==> config.mk <==
export PLATFORM = sky130hd
export DESIGN_NAME = usb_config_descriptor_endpoint_walker
export DESIGN_NICKNAME = d
export VERILOG_FILES = /design/src/rtl/cdw_pkg.sv /design/src/rtl/cdw_walk.sv /design/src/rtl/cdw_rfifo.sv /design/src/rtl/usb_config_descriptor_endpoint_walker.sv
export SDC_FILE = /design/constraint.sdc
export NUM_CORES = 1
export LEC_CHECK = 0
export ABC_CLOCK_PERIOD_IN_PS = 15100
export BUFFER_PORTS_ARGS = -buffer_cell sky130_fd_sc_hd__clkbuf_2
export CORE_ASPECT_RATIO = 0.7
export CORE_UTILIZATION = 36
export DETAILED_ROUTE_END_ITERATION = 6
export HOLD_SLACK_MARGIN = 0.03
export PLACE_DENSITY = 0.52
export SYNTH_ARGS = -nofsm -noshare
export SYNTH_HDL_FRONTEND = slang
export SYNTH_SLANG_ARGS = --single-unit
==> constraint.sdc <==
create_clock -name clk -period 15.1 [get_ports clk]
set_input_delay 0 -clock clk [delete_from_list [all_inputs] [get_ports clk]]
set_output_delay 0 -clock clk [all_outputs]
set_load 0.02 [all_outputs]
==> src/rtl/cdw_pkg.sv <==
// ----------------------------------------------------------------------------
// cdw_pkg: shared types and constants of the endpoint walker
// Result record layout, status codes, descriptor constants and register map.
// ----------------------------------------------------------------------------
package cdw_pkg;

  // Walk status codes
  localparam logic [1:0] ST_OK       = 2'd0;
  localparam logic [1:0] ST_IO       = 2'd1;
  localparam logic [1:0] ST_OVERFLOW = 2'd2;
  localparam logic [1:0] ST_INVALID  = 2'd3;

  // Result kinds
  localparam logic KIND_RECORD = 1'b0;
  localparam logic KIND_STATUS = 1'b1;

  // Descriptor constants
  localparam logic [7:0] TYPE_ENDPOINT = 8'd5;
  localparam logic [7:0] EP_MIN_LEN    = 8'd7;
  localparam logic [7:0] DESC_MIN_LEN  = 8'd2;
  localparam logic [7:0] EP_LAST_OFF   = 8'd6;
  localparam logic [3:0] MIN_STREAM    = 4'd9;
  localparam logic [1:0] XFER_BULK     = 2'd2;
  localparam logic [1:0] XFER_INTR     = 2'd3;
  localparam int         EP_BYTES      = 5;

  // Register map (index taken from the word address)
  localparam logic REG_MODE  = 1'b0;
  localparam logic REG_LIMIT = 1'b1;
  localparam logic [9:0] LIMIT_RESET = 10'd64;

  // Result queue depth is 2**CDW_FIFO_AW, at least 4 entries
  localparam int CDW_FIFO_AW = 3;

  typedef struct packed {
    logic [7:0] data;
    logic       last;
  } cdw_item_t;

  typedef struct packed {
    logic        kind;
    logic [7:0]  addr;
    logic [7:0]  attr;
    logic [10:0] size;
    logic [7:0]  intv;
    logic [1:0]  status;
    logic        fin;
  } cdw_result_t;

  // Up to two results per byte: a record first, then the final status
  typedef struct packed {
    logic        rec_valid;
    logic        stat_valid;
    cdw_result_t rec;
    cdw_result_t stat;
  } cdw_push_t;

endpackage

==> src/rtl/cdw_walk.sv <==
// ----------------------------------------------------------------------------
// cdw_walk: descriptor walk state and per-byte checks
// Consumes the registered byte, updates the walk state and presents up to
// two results (endpoint record, final status) for the result queue.
// ----------------------------------------------------------------------------
module cdw_walk import cdw_pkg::*; (
  input  logic       clk,
  input  logic       rst_n,
  input  logic       item_valid,
  input  cdw_item_t  item,
  input  logic       walk_mode,
  input  logic [9:0] max_packet_limit,
  output cdw_push_t  push
);

  logic [3:0]  cnt_r, cnt_nxt;
  logic [7:0]  off_r, off_nxt;
  logic [7:0]  len_r, len_nxt;
  logic [7:0]  type_r, type_nxt;
  logic [7:0]  ep_r [EP_BYTES];
  logic [7:0]  ep_nxt [EP_BYTES];
  logic [1:0]  err_r, err_nxt;
  logic        pend_valid_r, pend_valid_nxt;
  cdw_result_t pend_r, pend_nxt;

  logic [7:0]  b;
  logic [10:0] size;
  logic [10:0] limit_ext;
  logic [1:0]  xfer;
  cdw_result_t new_rec;

  assign b         = item.data;
  assign limit_ext = {1'b0, max_packet_limit};

  // Endpoint fields as they stand after this byte
  assign size = {ep_nxt[3][2:0], ep_nxt[2]};
  assign xfer = ep_nxt[1][1:0];

  always_comb begin
    new_rec        = '0;
    new_rec.kind   = KIND_RECORD;
    new_rec.addr   = ep_nxt[0];
    new_rec.attr   = ep_nxt[1];
    new_rec.size   = (size > limit_ext) ? limit_ext : size;
    new_rec.intv   = ep_nxt[4];
    new_rec.status = ST_OK;
    new_rec.fin    = 1'b0;
  end

  // Next walk state and results for one byte
  always_comb begin
    cnt_nxt        = cnt_r;
    off_nxt        = off_r;
    len_nxt        = len_r;
    type_nxt       = type_r;
    ep_nxt         = ep_r;
    err_nxt        = err_r;
    pend_valid_nxt = pend_valid_r;
    pend_nxt       = pend_r;
    push           = '0;
    if (item_valid) begin
      if (cnt_r < MIN_STREAM) begin
        cnt_nxt = cnt_r + 4'd1;
      end
      if (err_r == ST_OK) begin
        // Capture the byte by its place in the descriptor
        if (off_r == 8'd0) begin
          len_nxt = b;
          if (b < DESC_MIN_LEN) begin
            err_nxt = ST_IO;
          end
        end else if (off_r == 8'd1) begin
          type_nxt = b;
        end else if (off_r <= EP_LAST_OFF) begin
          ep_nxt[off_r[2:0] - 3'd2] = b;
        end
        // Check descriptor length and finish a descriptor
        if (err_nxt == ST_OK) begin
          if (off_r == 8'd1 && b == TYPE_ENDPOINT && len_r < EP_MIN_LEN) begin
            err_nxt = ST_IO;
          end else if (off_r != 8'd0 && ({1'b0, off_r} + 9'd1) == {1'b0, len_r}) begin
            off_nxt = 8'd0;
            if (type_nxt == TYPE_ENDPOINT && (xfer == XFER_BULK || xfer == XFER_INTR)) begin
              if (size == 11'd0) begin
                err_nxt = ST_IO;
              end else if (size > limit_ext && !walk_mode) begin
                err_nxt = ST_OVERFLOW;
              end else if (walk_mode) begin
                if (cnt_nxt == MIN_STREAM) begin
                  push.rec_valid = 1'b1;
                  push.rec       = new_rec;
                end else begin
                  pend_valid_nxt = 1'b1;
                  pend_nxt       = new_rec;
                end
              end
            end
          end else begin
            off_nxt = off_r + 8'd1;
          end
        end
      end
      // Flush a record held back until the stream is long enough
      if (pend_valid_r && cnt_nxt == MIN_STREAM) begin
        push.rec_valid = 1'b1;
        push.rec       = pend_r;
        pend_valid_nxt = 1'b0;
      end
      // Final status, then return the walk to its reset state
      if (item.last) begin
        if (err_nxt == ST_OK && off_nxt != 8'd0) begin
          err_nxt = ST_IO;
        end
        push.stat_valid  = 1'b1;
        push.stat.kind   = KIND_STATUS;
        push.stat.status = (walk_mode && cnt_nxt < MIN_STREAM) ? ST_INVALID : err_nxt;
        push.stat.fin    = 1'b1;
        cnt_nxt        = '0;
        off_nxt        = '0;
        len_nxt        = '0;
        type_nxt       = '0;
        err_nxt        = ST_OK;
        pend_valid_nxt = 1'b0;
      end
    end
  end

  // Control state
  always_ff @(posedge clk) begin
    if (!rst_n) begin
      cnt_r        <= '0;
      off_r        <= '0;
      len_r        <= '0;
      type_r       <= '0;
      err_r        <= ST_OK;
      pend_valid_r <= 1'b0;
    end else begin
      cnt_r        <= cnt_nxt;
      off_r        <= off_nxt;
      len_r        <= len_nxt;
      type_r       <= type_nxt;
      err_r        <= err_nxt;
      pend_valid_r <= pend_valid_nxt;
    end
  end

  // Endpoint fields and held record
  always_ff @(posedge clk) begin
    ep_r   <= ep_nxt;
    pend_r <= pend_nxt;
  end

endmodule

==> src/rtl/cdw_rfifo.sv <==
// ----------------------------------------------------------------------------
// cdw_rfifo: result queue
// Takes up to two results per cycle and hands one result per transaction
// to the output channel.
// ----------------------------------------------------------------------------
module cdw_rfifo import cdw_pkg::*; #(
  parameter int FifoAw = CDW_FIFO_AW
) (
  input  logic              clk,
  input  logic              rst_n,
  input  cdw_push_t         push,
  input  logic              pop_ready,
  output logic              pop_valid,
  output cdw_result_t       pop_data,
  output logic [FifoAw:0]   count
);

  localparam int Depth = 1 << FifoAw;

  cdw_result_t       mem [Depth];
  logic [FifoAw-1:0] wr_ptr_r, wr_ptr_nxt;
  logic [FifoAw-1:0] rd_ptr_r, rd_ptr_nxt;
  logic [FifoAw:0]   count_r, count_nxt;
  logic [FifoAw-1:0] stat_ptr;
  logic [1:0]        push_n;
  logic              pop;

  assign push_n    = {1'b0, push.rec_valid} + {1'b0, push.stat_valid};
  assign pop_valid = (count_r != '0);
  assign pop       = pop_valid && pop_ready;
  assign pop_data  = mem[rd_ptr_r];
  assign count     = count_r;
  assign stat_ptr  = push.rec_valid ? wr_ptr_r + 1'b1 : wr_ptr_r;

  assign wr_ptr_nxt = wr_ptr_r + FifoAw'(push_n);
  assign rd_ptr_nxt = rd_ptr_r + FifoAw'(pop);
  assign count_nxt  = count_r + (FifoAw+1)'(push_n) - (FifoAw+1)'(pop);

  // Store the record first, the status behind it
  always_ff @(posedge clk) begin
    if (push.rec_valid) begin
      mem[wr_ptr_r] <= push.rec;
    end
    if (push.stat_valid) begin
      mem[stat_ptr] <= push.stat;
    end
  end

  // Advance pointers and fill count
  always_ff @(posedge clk) begin
    if (!rst_n) begin
      wr_ptr_r <= '0;
      rd_ptr_r <= '0;
      count_r  <= '0;
    end else begin
      wr_ptr_r <= wr_ptr_nxt;
      rd_ptr_r <= rd_ptr_nxt;
      count_r  <= count_nxt;
    end
  end

  a_count_bound: assert property (@(posedge clk) disable iff (!rst_n)
    count_r <= (FifoAw+1)'(Depth))
    else $error("result queue count above depth");

  a_no_overrun: assert property (@(posedge clk) disable iff (!rst_n)
    ({1'b0, count_r} + (FifoAw+2)'(push_n)) <= ((FifoAw+2)'(Depth) + (FifoAw+2)'(pop)))
    else $error("result queue overrun");

  a_drain: assert property (@(posedge clk) disable iff (!rst_n)
    (pop && push_n == 2'd0) |=> (count_r == $past(count_r) - 1'b1))
    else $error("result queue count did not drop on a lone transaction");

  a_ptr_gap: assert property (@(posedge clk) disable iff (!rst_n)
    (wr_ptr_r - rd_ptr_r) == count_r[FifoAw-1:0])
    else $error("result queue pointers disagree with count");

endmodule

==> src/rtl/usb_config_descriptor_endpoint_walker.sv <==
// ----------------------------------------------------------------------------
// usb_config_descriptor_endpoint_walker: configuration descriptor walker
// Walks a configuration descriptor byte stream, checks bulk and interrupt
// endpoints against the packet size limit and reports records and status.
// ----------------------------------------------------------------------------
// Usage:
//   in_*  : one descriptor byte per transaction, in_tlast on the final byte.
//   out_* : endpoint records (out_tuser 0) and one final status per stream
//           (out_tuser 1, out_tlast 1). A byte yields zero, one or two results.
//   cfg_* : APB-style registers, walk_mode at 0x0, max_packet_limit at 0x4;
//           write them only while no stream is in flight.
// Order: a taken byte first enters the input register; its results are then
//   written into the result queue and shown on out_tvalid from there on.
// Throughput: one byte per cycle while in_tready is high; the input register
//   and the result queue of 2**FifoAw entries set that figure, and one
//   result leaves per cycle while out_tready is high.
// Reset: walk state cleared, walk_mode 0, max_packet_limit 64, queue empty.
// Stall: while out_tready is low results collect in the queue; in_tready
//   drops once the queue cannot take two more results per byte in flight.
// ----------------------------------------------------------------------------
module usb_config_descriptor_endpoint_walker import cdw_pkg::*; #(
  parameter int FifoAw = CDW_FIFO_AW
) (
  input  logic        clk,
  input  logic        rst_n,
  // Input channel
  input  logic        in_tvalid,
  output logic        in_tready,
  input  logic [7:0]  in_tdata,   // [7:0] data_byte
  input  logic        in_tlast,   // last_byte
  // Result channel
  output logic        out_tvalid,
  input  logic        out_tready,
  output logic [39:0] out_tdata,  // [7:0] endpoint_address, [15:8] endpoint_attributes,
                                  // [26:16] max_pkt_size, [34:27] poll_interval,
                                  // [36:35] walk_status, [39:37] zero
  output logic        out_tuser,  // result_kind
  output logic        out_tlast,  // final_flag
  // Configuration port
  input  logic        cfg_psel,
  input  logic        cfg_penable,
  input  logic        cfg_pwrite,
  input  logic [2:0]  cfg_paddr,
  input  logic [31:0] cfg_pwdata,
  output logic [31:0] cfg_prdata,
  output logic        cfg_pready
);

  localparam int Depth = 1 << FifoAw;

  logic              mode_r;
  logic [9:0]        limit_r;
  logic              cfg_wr;
  logic              stage_valid_r;
  cdw_item_t         stage_r;
  logic              in_acc;
  logic [FifoAw:0]   q_count;
  logic [FifoAw+2:0] q_need;
  cdw_push_t         push;
  cdw_result_t       res;

  // Configuration registers
  assign cfg_pready = 1'b1;
  assign cfg_wr     = cfg_psel && cfg_penable && cfg_pwrite && cfg_pready;
  assign cfg_prdata = (cfg_paddr[2] == REG_MODE) ? {31'd0, mode_r} : {22'd0, limit_r};

  always_ff @(posedge clk) begin
    if (!rst_n) begin
      mode_r  <= 1'b0;
      limit_r <= LIMIT_RESET;
    end else if (cfg_wr) begin
      if (cfg_paddr[2] == REG_MODE) begin
        mode_r <= cfg_pwdata[0];
      end else begin
        limit_r <= cfg_pwdata[9:0];
      end
    end
  end

  // Accept a byte when the queue has room for this one and the one in flight
  assign q_need    = (FifoAw+3)'(q_count) + (stage_valid_r ? (FifoAw+3)'(4) : (FifoAw+3)'(2));
  assign in_tready = (q_need <= (FifoAw+3)'(Depth));
  assign in_acc    = in_tvalid && in_tready;

  // Input register
  always_ff @(posedge clk) begin
    if (!rst_n) begin
      stage_valid_r <= 1'b0;
    end else begin
      stage_valid_r <= in_acc;
    end
  end

  always_ff @(posedge clk) begin
    if (in_acc) begin
      stage_r.data <= in_tdata;
      stage_r.last <= in_tlast;
    end
  end

  cdw_walk u_walk (
    .clk              (clk),
    .rst_n            (rst_n),
    .item_valid       (stage_valid_r),
    .item             (stage_r),
    .walk_mode        (mode_r),
    .max_packet_limit (limit_r),
    .push             (push)
  );

  cdw_rfifo #(
    .FifoAw (FifoAw)
  ) u_rfifo (
    .clk       (clk),
    .rst_n     (rst_n),
    .push      (push),
    .pop_ready (out_tready),
    .pop_valid (out_tvalid),
    .pop_data  (res),
    .count     (q_count)
  );

  // Pack the result onto the output channel
  assign out_tdata = {3'd0, res.status, res.intv, res.size, res.attr, res.addr};
  assign out_tuser = res.kind;
  assign out_tlast = res.fin;

endmodule

Yosys cells after proc, flatten, opt, wreduce, memory -nomap -nowiden
Memories as Yosys holds them, arrays and structs flattened. A register that Yosys moved wholly into a read port is not among the register bits.
Index checks and enable logic that the tools add are counted.
{"block": "word_totals", "out_inout_bits": 77, "mem_bits_rw": 312, "n_memories": 1, "ff_bits": 137, "wordCells": 186, "input_bits": 51}
{"block": "classes", "add_sub_neg": 11, "n_mux": 85, "n_eq_ne": 11, "reduce_logical": 37, "bitwise_logic": 8, "order_cmp": 9}
{"name": "u_rfifo.mem", "words": 8, "word_bits": 39, "read_ports": 1, "rd_ports_with_merged_regs": 1, "wr": 2, "line_no": "cdw_rfifo.sv:20", "text": "cdw_result_t mem [Depth];"}
{"cell": "$mux 39", "n": 9}
{"cell": "$mux 40", "n": 5}
{"cell": "$mux 8", "n": 16}
{"cell": "$mux 42", "n": 1}
{"cell": "$bwmux 40", "n": 1}
{"cell": "$mux 38", "n": 1}
{"cell": "$mux 2", "n": 15}
{"cell": "$mux 1", "n": 26}
{"cell": "$demux 8 s3", "n": 1}
{"cell": "$reduce_and 10->1", "n": 2}
{"cell": "$eq 8x3->1 const B", "n": 2}
{"cell": "$reduce_bool 8->1", "n": 2}
{"cell": "$mux 3", "n": 5}
{"cell": "$reduce_bool 3->1", "n": 5}
{"cell": "$logic_and 1x1->1", "n": 13}
{"cell": "$mux 4", "n": 3}
{"cell": "$ne 3x3->1 const B", "n": 4}
{"cell": "$gt 11x10->1", "n": 1}
{"cell": "$logic_not 11->1", "n": 1}
{"cell": "$mux 11", "n": 1}
{"cell": "$mux 10", "n": 1}
{"cell": "$add 8x1->9 const B", "n": 1}
{"cell": "$eq 9x8->1", "n": 1}
{"cell": "$add 8x1->8 const B", "n": 1}
{"cell": "other kinds (30)", "n": 43}

Logic depth before layout (Yosys ltp)
{"block": "logic_depth", "word_depth": 28, "ltp_mapped": 19}

By module
From an unflattened synthesis, not the netlist that was laid out.
{"block": "unflattened", "cells_unflattened": 1996, "hier_area_um2": 24169.4}
{"module": "cdw_rfifo", "area_per_inst_um2": 17400.4, "cells_per_inst": 1281, "n_inst": 1}
{"module": "cdw_walk", "area_per_inst_um2": 5647.9, "cells_per_inst": 606, "n_inst": 1}
{"module": "usb_config_descriptor_endpoint_walker", "area_per_inst_um2": 1121.1, "cells_per_inst": 109, "n_inst": 1}

Worst setup path before layout
OpenSTA, ideal clock, no wires.
{"block": "synth_path", "path_type": "register to register", "start": "register u_walk.off_r[0]", "end": "register u_walk.pend_r[10] (netlist bit) (enable)", "setup_slack_ns": 9.717, "path_buffers": 1, "stages_incl_launch_ff": 11, "arrival_time_ns": 4.902, "setup_time_ns": 0.481, "synth_period_minus_slack_ns": 5.383, "cell_sequence": "dfxtp_1 -> buf_2 -> inv_1 -> ha_1 -> nor3_1 -> nand4_2 -> mux2_2 -> a21boi_1 -> and3_1 -> and2_1 -> nor3b_1"}
{"element": "start: declaration", "line_no": "cdw_walk.sv:17", "text": "logic [7:0] off_r, off_nxt;"}
{"element": "start signal: assignment", "line_no": "cdw_walk.sv:139", "text": "off_r <= off_nxt;"}
{"element": "end signal: assignment", "line_no": "cdw_walk.sv:150", "text": "pend_r <= pend_nxt;"}
{"element": "end: declaration", "line_no": "cdw_walk.sv:24", "text": "cdw_result_t pend_r, pend_nxt;"}

==> metrics.md <==
| Metric | Value |
|---|---|
| Setup slack at placement | `9910 ps` |
| Detailed Routing Iterations Pass 1 | `5` |
| FILL cells | `5067` |
| Leak pwr | `0.00746 uW` |
| FF-to-FF setup slack | `9890 ps` |
| Status | `completed` |
| Share of layout cells above drive strength 1 | `19.3%` |
| Routed Antenna Nets | `0` |
| H-tree depth | `2` |
| # resized after CTS | `0` |
| Async SR Flop Fraction | `0%` |
| # port buffers | `77` |
| CTS tree | `built` |
| Normalized max-slew margin | `26.0%` |
| Syn Inst Count | `1833` |
| Clk pwr share | `around 42%` |
| Vias in the first global route | `13600` |
| Syn avg cell area | `~11 um^2` |
| Combinational fraction of design power | `11.0%` |
| Hold Fails Final Rpt | `0` |
| Top_reg_cell synth | `dfxtp_1` |
| Most frequent cell on the critical path | `a21oi_4` |
| Critical Path Sink | `u_rfifo.mem[2][2]$_DFFE_PP_` |
| Antenna violations before repair | `0` |
| Post-placement cell area | `just over 20000 um^2` |
| Num CTS Buffers | `45` |
| Placed Cells | `2505` |
| Fin crit share | `34.5%` |
| Synth-to-Final Area Change | `13.2%` |
| YS warnings | `0` |
| PwrDens | `123 nW/um^2` |
| Crit path kind | `reg -> reg` |
| RSZ-0062 raised after global routing | `no` |
| Min Tclk post-route | `between 5000 and 6000 ps` |
| Worst Setup End Kind | `register` |
| Worst r2r dst | `u_rfifo.mem[2][2]$_DFFE_PP_` |
| Yosys top cell by area | `dfxtp_1` |
| Die width | `around 280 um` |
| Slew @ Worst Pin | `approximately 1100 ps` |
| Max-Cap Viols | `0` |
| DIE AREA | `55100 um^2` |
| Remaining DRCs | `0` |
| Average wire per standard cell | `20.6 um` |
| Worst vdd ir | `between 0.00008 and 0.00009 V` |
| Synth top area share | `37.8%` |
| Register Area | `9420 um^2` |
| Detailed Route Iter0 Violations | `938` |
| Clk Tree Root Cell | `clkbuf_16` |
| Worst r2r src | `u_walk.off_r[0]$_SDFFE_PN0P_` |
| Post-Layout Inst Area | `roughly 22000 um^2` |
| Int Pwr | `2010 uW` |
| Via count | `14200` |
| Max Fclk | `192 MHz` |
| Nets | `1942` |
| Startpoint types | `register` |
| Non-Filler Instances | `2614` |
| Power consumption | `2700 uW` |
| Count of cell types in the netlist | `81` |
| Largest net degree at the start of global routing | `71` |
| Critical Path Source | `u_walk.off_r[0]$_SDFFE_PN0P_` |
| Seq/Total Area, Yosys | `48.3%` |
| Cell Chain, Critical Path | `inv_1, ha_1, nor3_1, nand4_2, mux2_2, a21boi_1, and3_1, a21oi_4, inv_2, or3_1, a21oi_4, buf_4, or2_1` |
| Hpwl dp | `30.8 mm` |
| Gr usage total | `roughly a fifth` |
| Placer congestion estimate | `0.830` |
| Top Ports | `128` |
| Worst-path cell with the longest stage delay | `dfxtp_1` |
| Clock Sinks | `roughly 440` |
| Req. time, crit path | `15350 ps` |
| Diodes inserted | `0` |
| Type of the worst min-delay path | `in -> reg` |
| Detailed Route WL | `53.9 mm` |
| Crit Path Max Fanout | `39` |
| Initial Util | `36.9%` |
| # rows | `70` |
| Core Box Area | `52800 um^2` |
| NetSw | `696 uW` |
| Sequential share of power | `between 40 and 50%` |
| Worst setup margin | `9890 ps` |
| #FFs+latches synth | `436` |
| R2R depth | `13` |
| Clk slew on worst S/H paths | `60 ps` |
| Slowest stage delay, CP | `660 ps` |
| Vias per cell | `5.42` |
| Slew Viols, Final | `0` |
| Clock latency on the worst-skew pair | `560 ps` |
| Top post-synthesis cells by area | `dfxtp_1 (38%), a211oi_1 (11%), edfxtp_1 (10%)` |
| Chip Height | `197 um` |
| Endpoints failing setup | `0` |
| Sw Share | `25.7%` |
| Global-route wire length before repair | `83.3 mm` |
| CP arrival | `5460 ps` |
| Overflow after GRT | `0` |
| Post-synth top cells | `dfxtp_1 (368), nor2_1 (321), a211oi_1 (273)` |
| Cell with the most instances after synthesis | `dfxtp_1` |
| Clk buf depth | `3` |
| Post-synth design cell area | `19500 um^2` |
| Multi-input gate area | `9260 um^2` |
| EDFF count, synth | `around 70` |
| Fin Clk Skew | `between 15 and 20 ps` |
| TNS Setup | `0 ps` |
kinds of logic after synthesis:
family                   after synthesis  synth area share (%)
adder cells (fa/ha/maj)               33                  2.22
flip-flops                           436                  48.3
multiplexers                         172                  14.2
AO/OA/AOI/OAI                        423                  16.0
other                                  2                0.0385
buffers and inverters                210                  5.24
XOR/XNOR                              16                 0.719
AND/OR/NAND/NOR                      541                  13.2
cell usage in the layout (no fill, tap or decap), types with 12 or more instances in the layout:
cell type,instances
edfxtp_1,68
mux2i_1,14
mux4_2,76
nand4_1,14
nor3_1,16
a21oi_1,15
conb_1,27
clkbuf_8,12
inv_1,33
nor2_1,320
clkbuf_2,77
a21boi_0,12
ha_1,29
nor2b_1,44
dfxtp_1,365
a22oi_1,54
a211oi_1,273
mux2_2,82
dlygate4sd3_1,27
o21ai_0,17
nand2_1,44
clkbuf_16,46
and2_1,18
nand3_1,14
buf_4,23
critical path, delay by kind of cell, from the launching register on:
family,cells,cell delay (ps)
and+or+nand+nor,5,1530
buffers and inverters,3,1070
AOI/OAI and AO/OA,3,890
DFF,1,660
muxes,1,420
adders and majority gates,1,340
timing repair:
action | 4_1_cts | 5_1_grt
endpoints found under the hold margin | 22 | 0
setup buffers | 0 | 0
hold buffers | 27 | 0
per-stage QoR:
stage / utilization [%] / hold WS (ps)
4_1_cts: 41.8 / 31.2
3_5_place_dp: 38.4 / 180
6_report: 41.8 / 61.1
5_1_grt: 41.8 / 81.5
3_3_place_gp: 38.4 / 179
2_1_floorplan: - / 98.9
worst min path at each step:
stage / endpoint / cells past startpoint / from
2_1_floorplan: stage_r[0]$_DFFE_PP_ / 0 / in_tlast
3_3_place_gp: stage_r[5]$_DFFE_PP_ / 1 / in_tdata[4]
3_5_place_dp: stage_r[7]$_DFFE_PP_ / 1 / in_tdata[6]
4_1_cts: limit_r[2]$_SDFFE_PN0P_ / 5 / cfg_penable
5_1_grt: limit_r[6]$_SDFFE_PN1P_ / 4 / cfg_penable
6_report: limit_r[1]$_SDFFE_PN0P_ / 5 / cfg_penable
area by class of cell:
cell class                      instances  area share [%]
Clock buffer                           68            6.14
Clock inverter                         14           0.737
Tap cell                              720            4.08
Multi-Input combinational cell       1212            42.0
Sequential cell                       436            42.7
Inverter                               37           0.630
Timing Repair Buffer                  127            3.75
state kept, by name (all words and copies together) (netlist names), 4 cells and up:
name and flops:
u_walk.cnt_r 4, u_walk.off_r 8, limit_r 10, u_walk.pend_r 35, u_rfifo.mem 304, u_walk.ep_r 35
stage_r 9, u_walk.len_r 8, u_walk.type_r 8, u_rfifo.count 4
layer usage:
layer	share of wire, %	track usage [%]	wire, um
met5	0	0	0
met4	1.8	4.63	986
met3	5.5	3.64	2970
met2	45	30.1	24000
met1	48	28.4	25900
power groups by stage:
stage | Clock [uW] | Sequential, uW | Combinational [uW]
2_1_floorplan | 0 | 1230 | 267
3_3_place_gp | 0 | 1300 | 291
3_5_place_dp | 0 | 1300 | 294
4_1_cts | 1160 | 1270 | 300
5_1_grt | 1220 | 1280 | 326
6_report | 1140 | 1270 | 297
(Power assumes the default switching activity.)
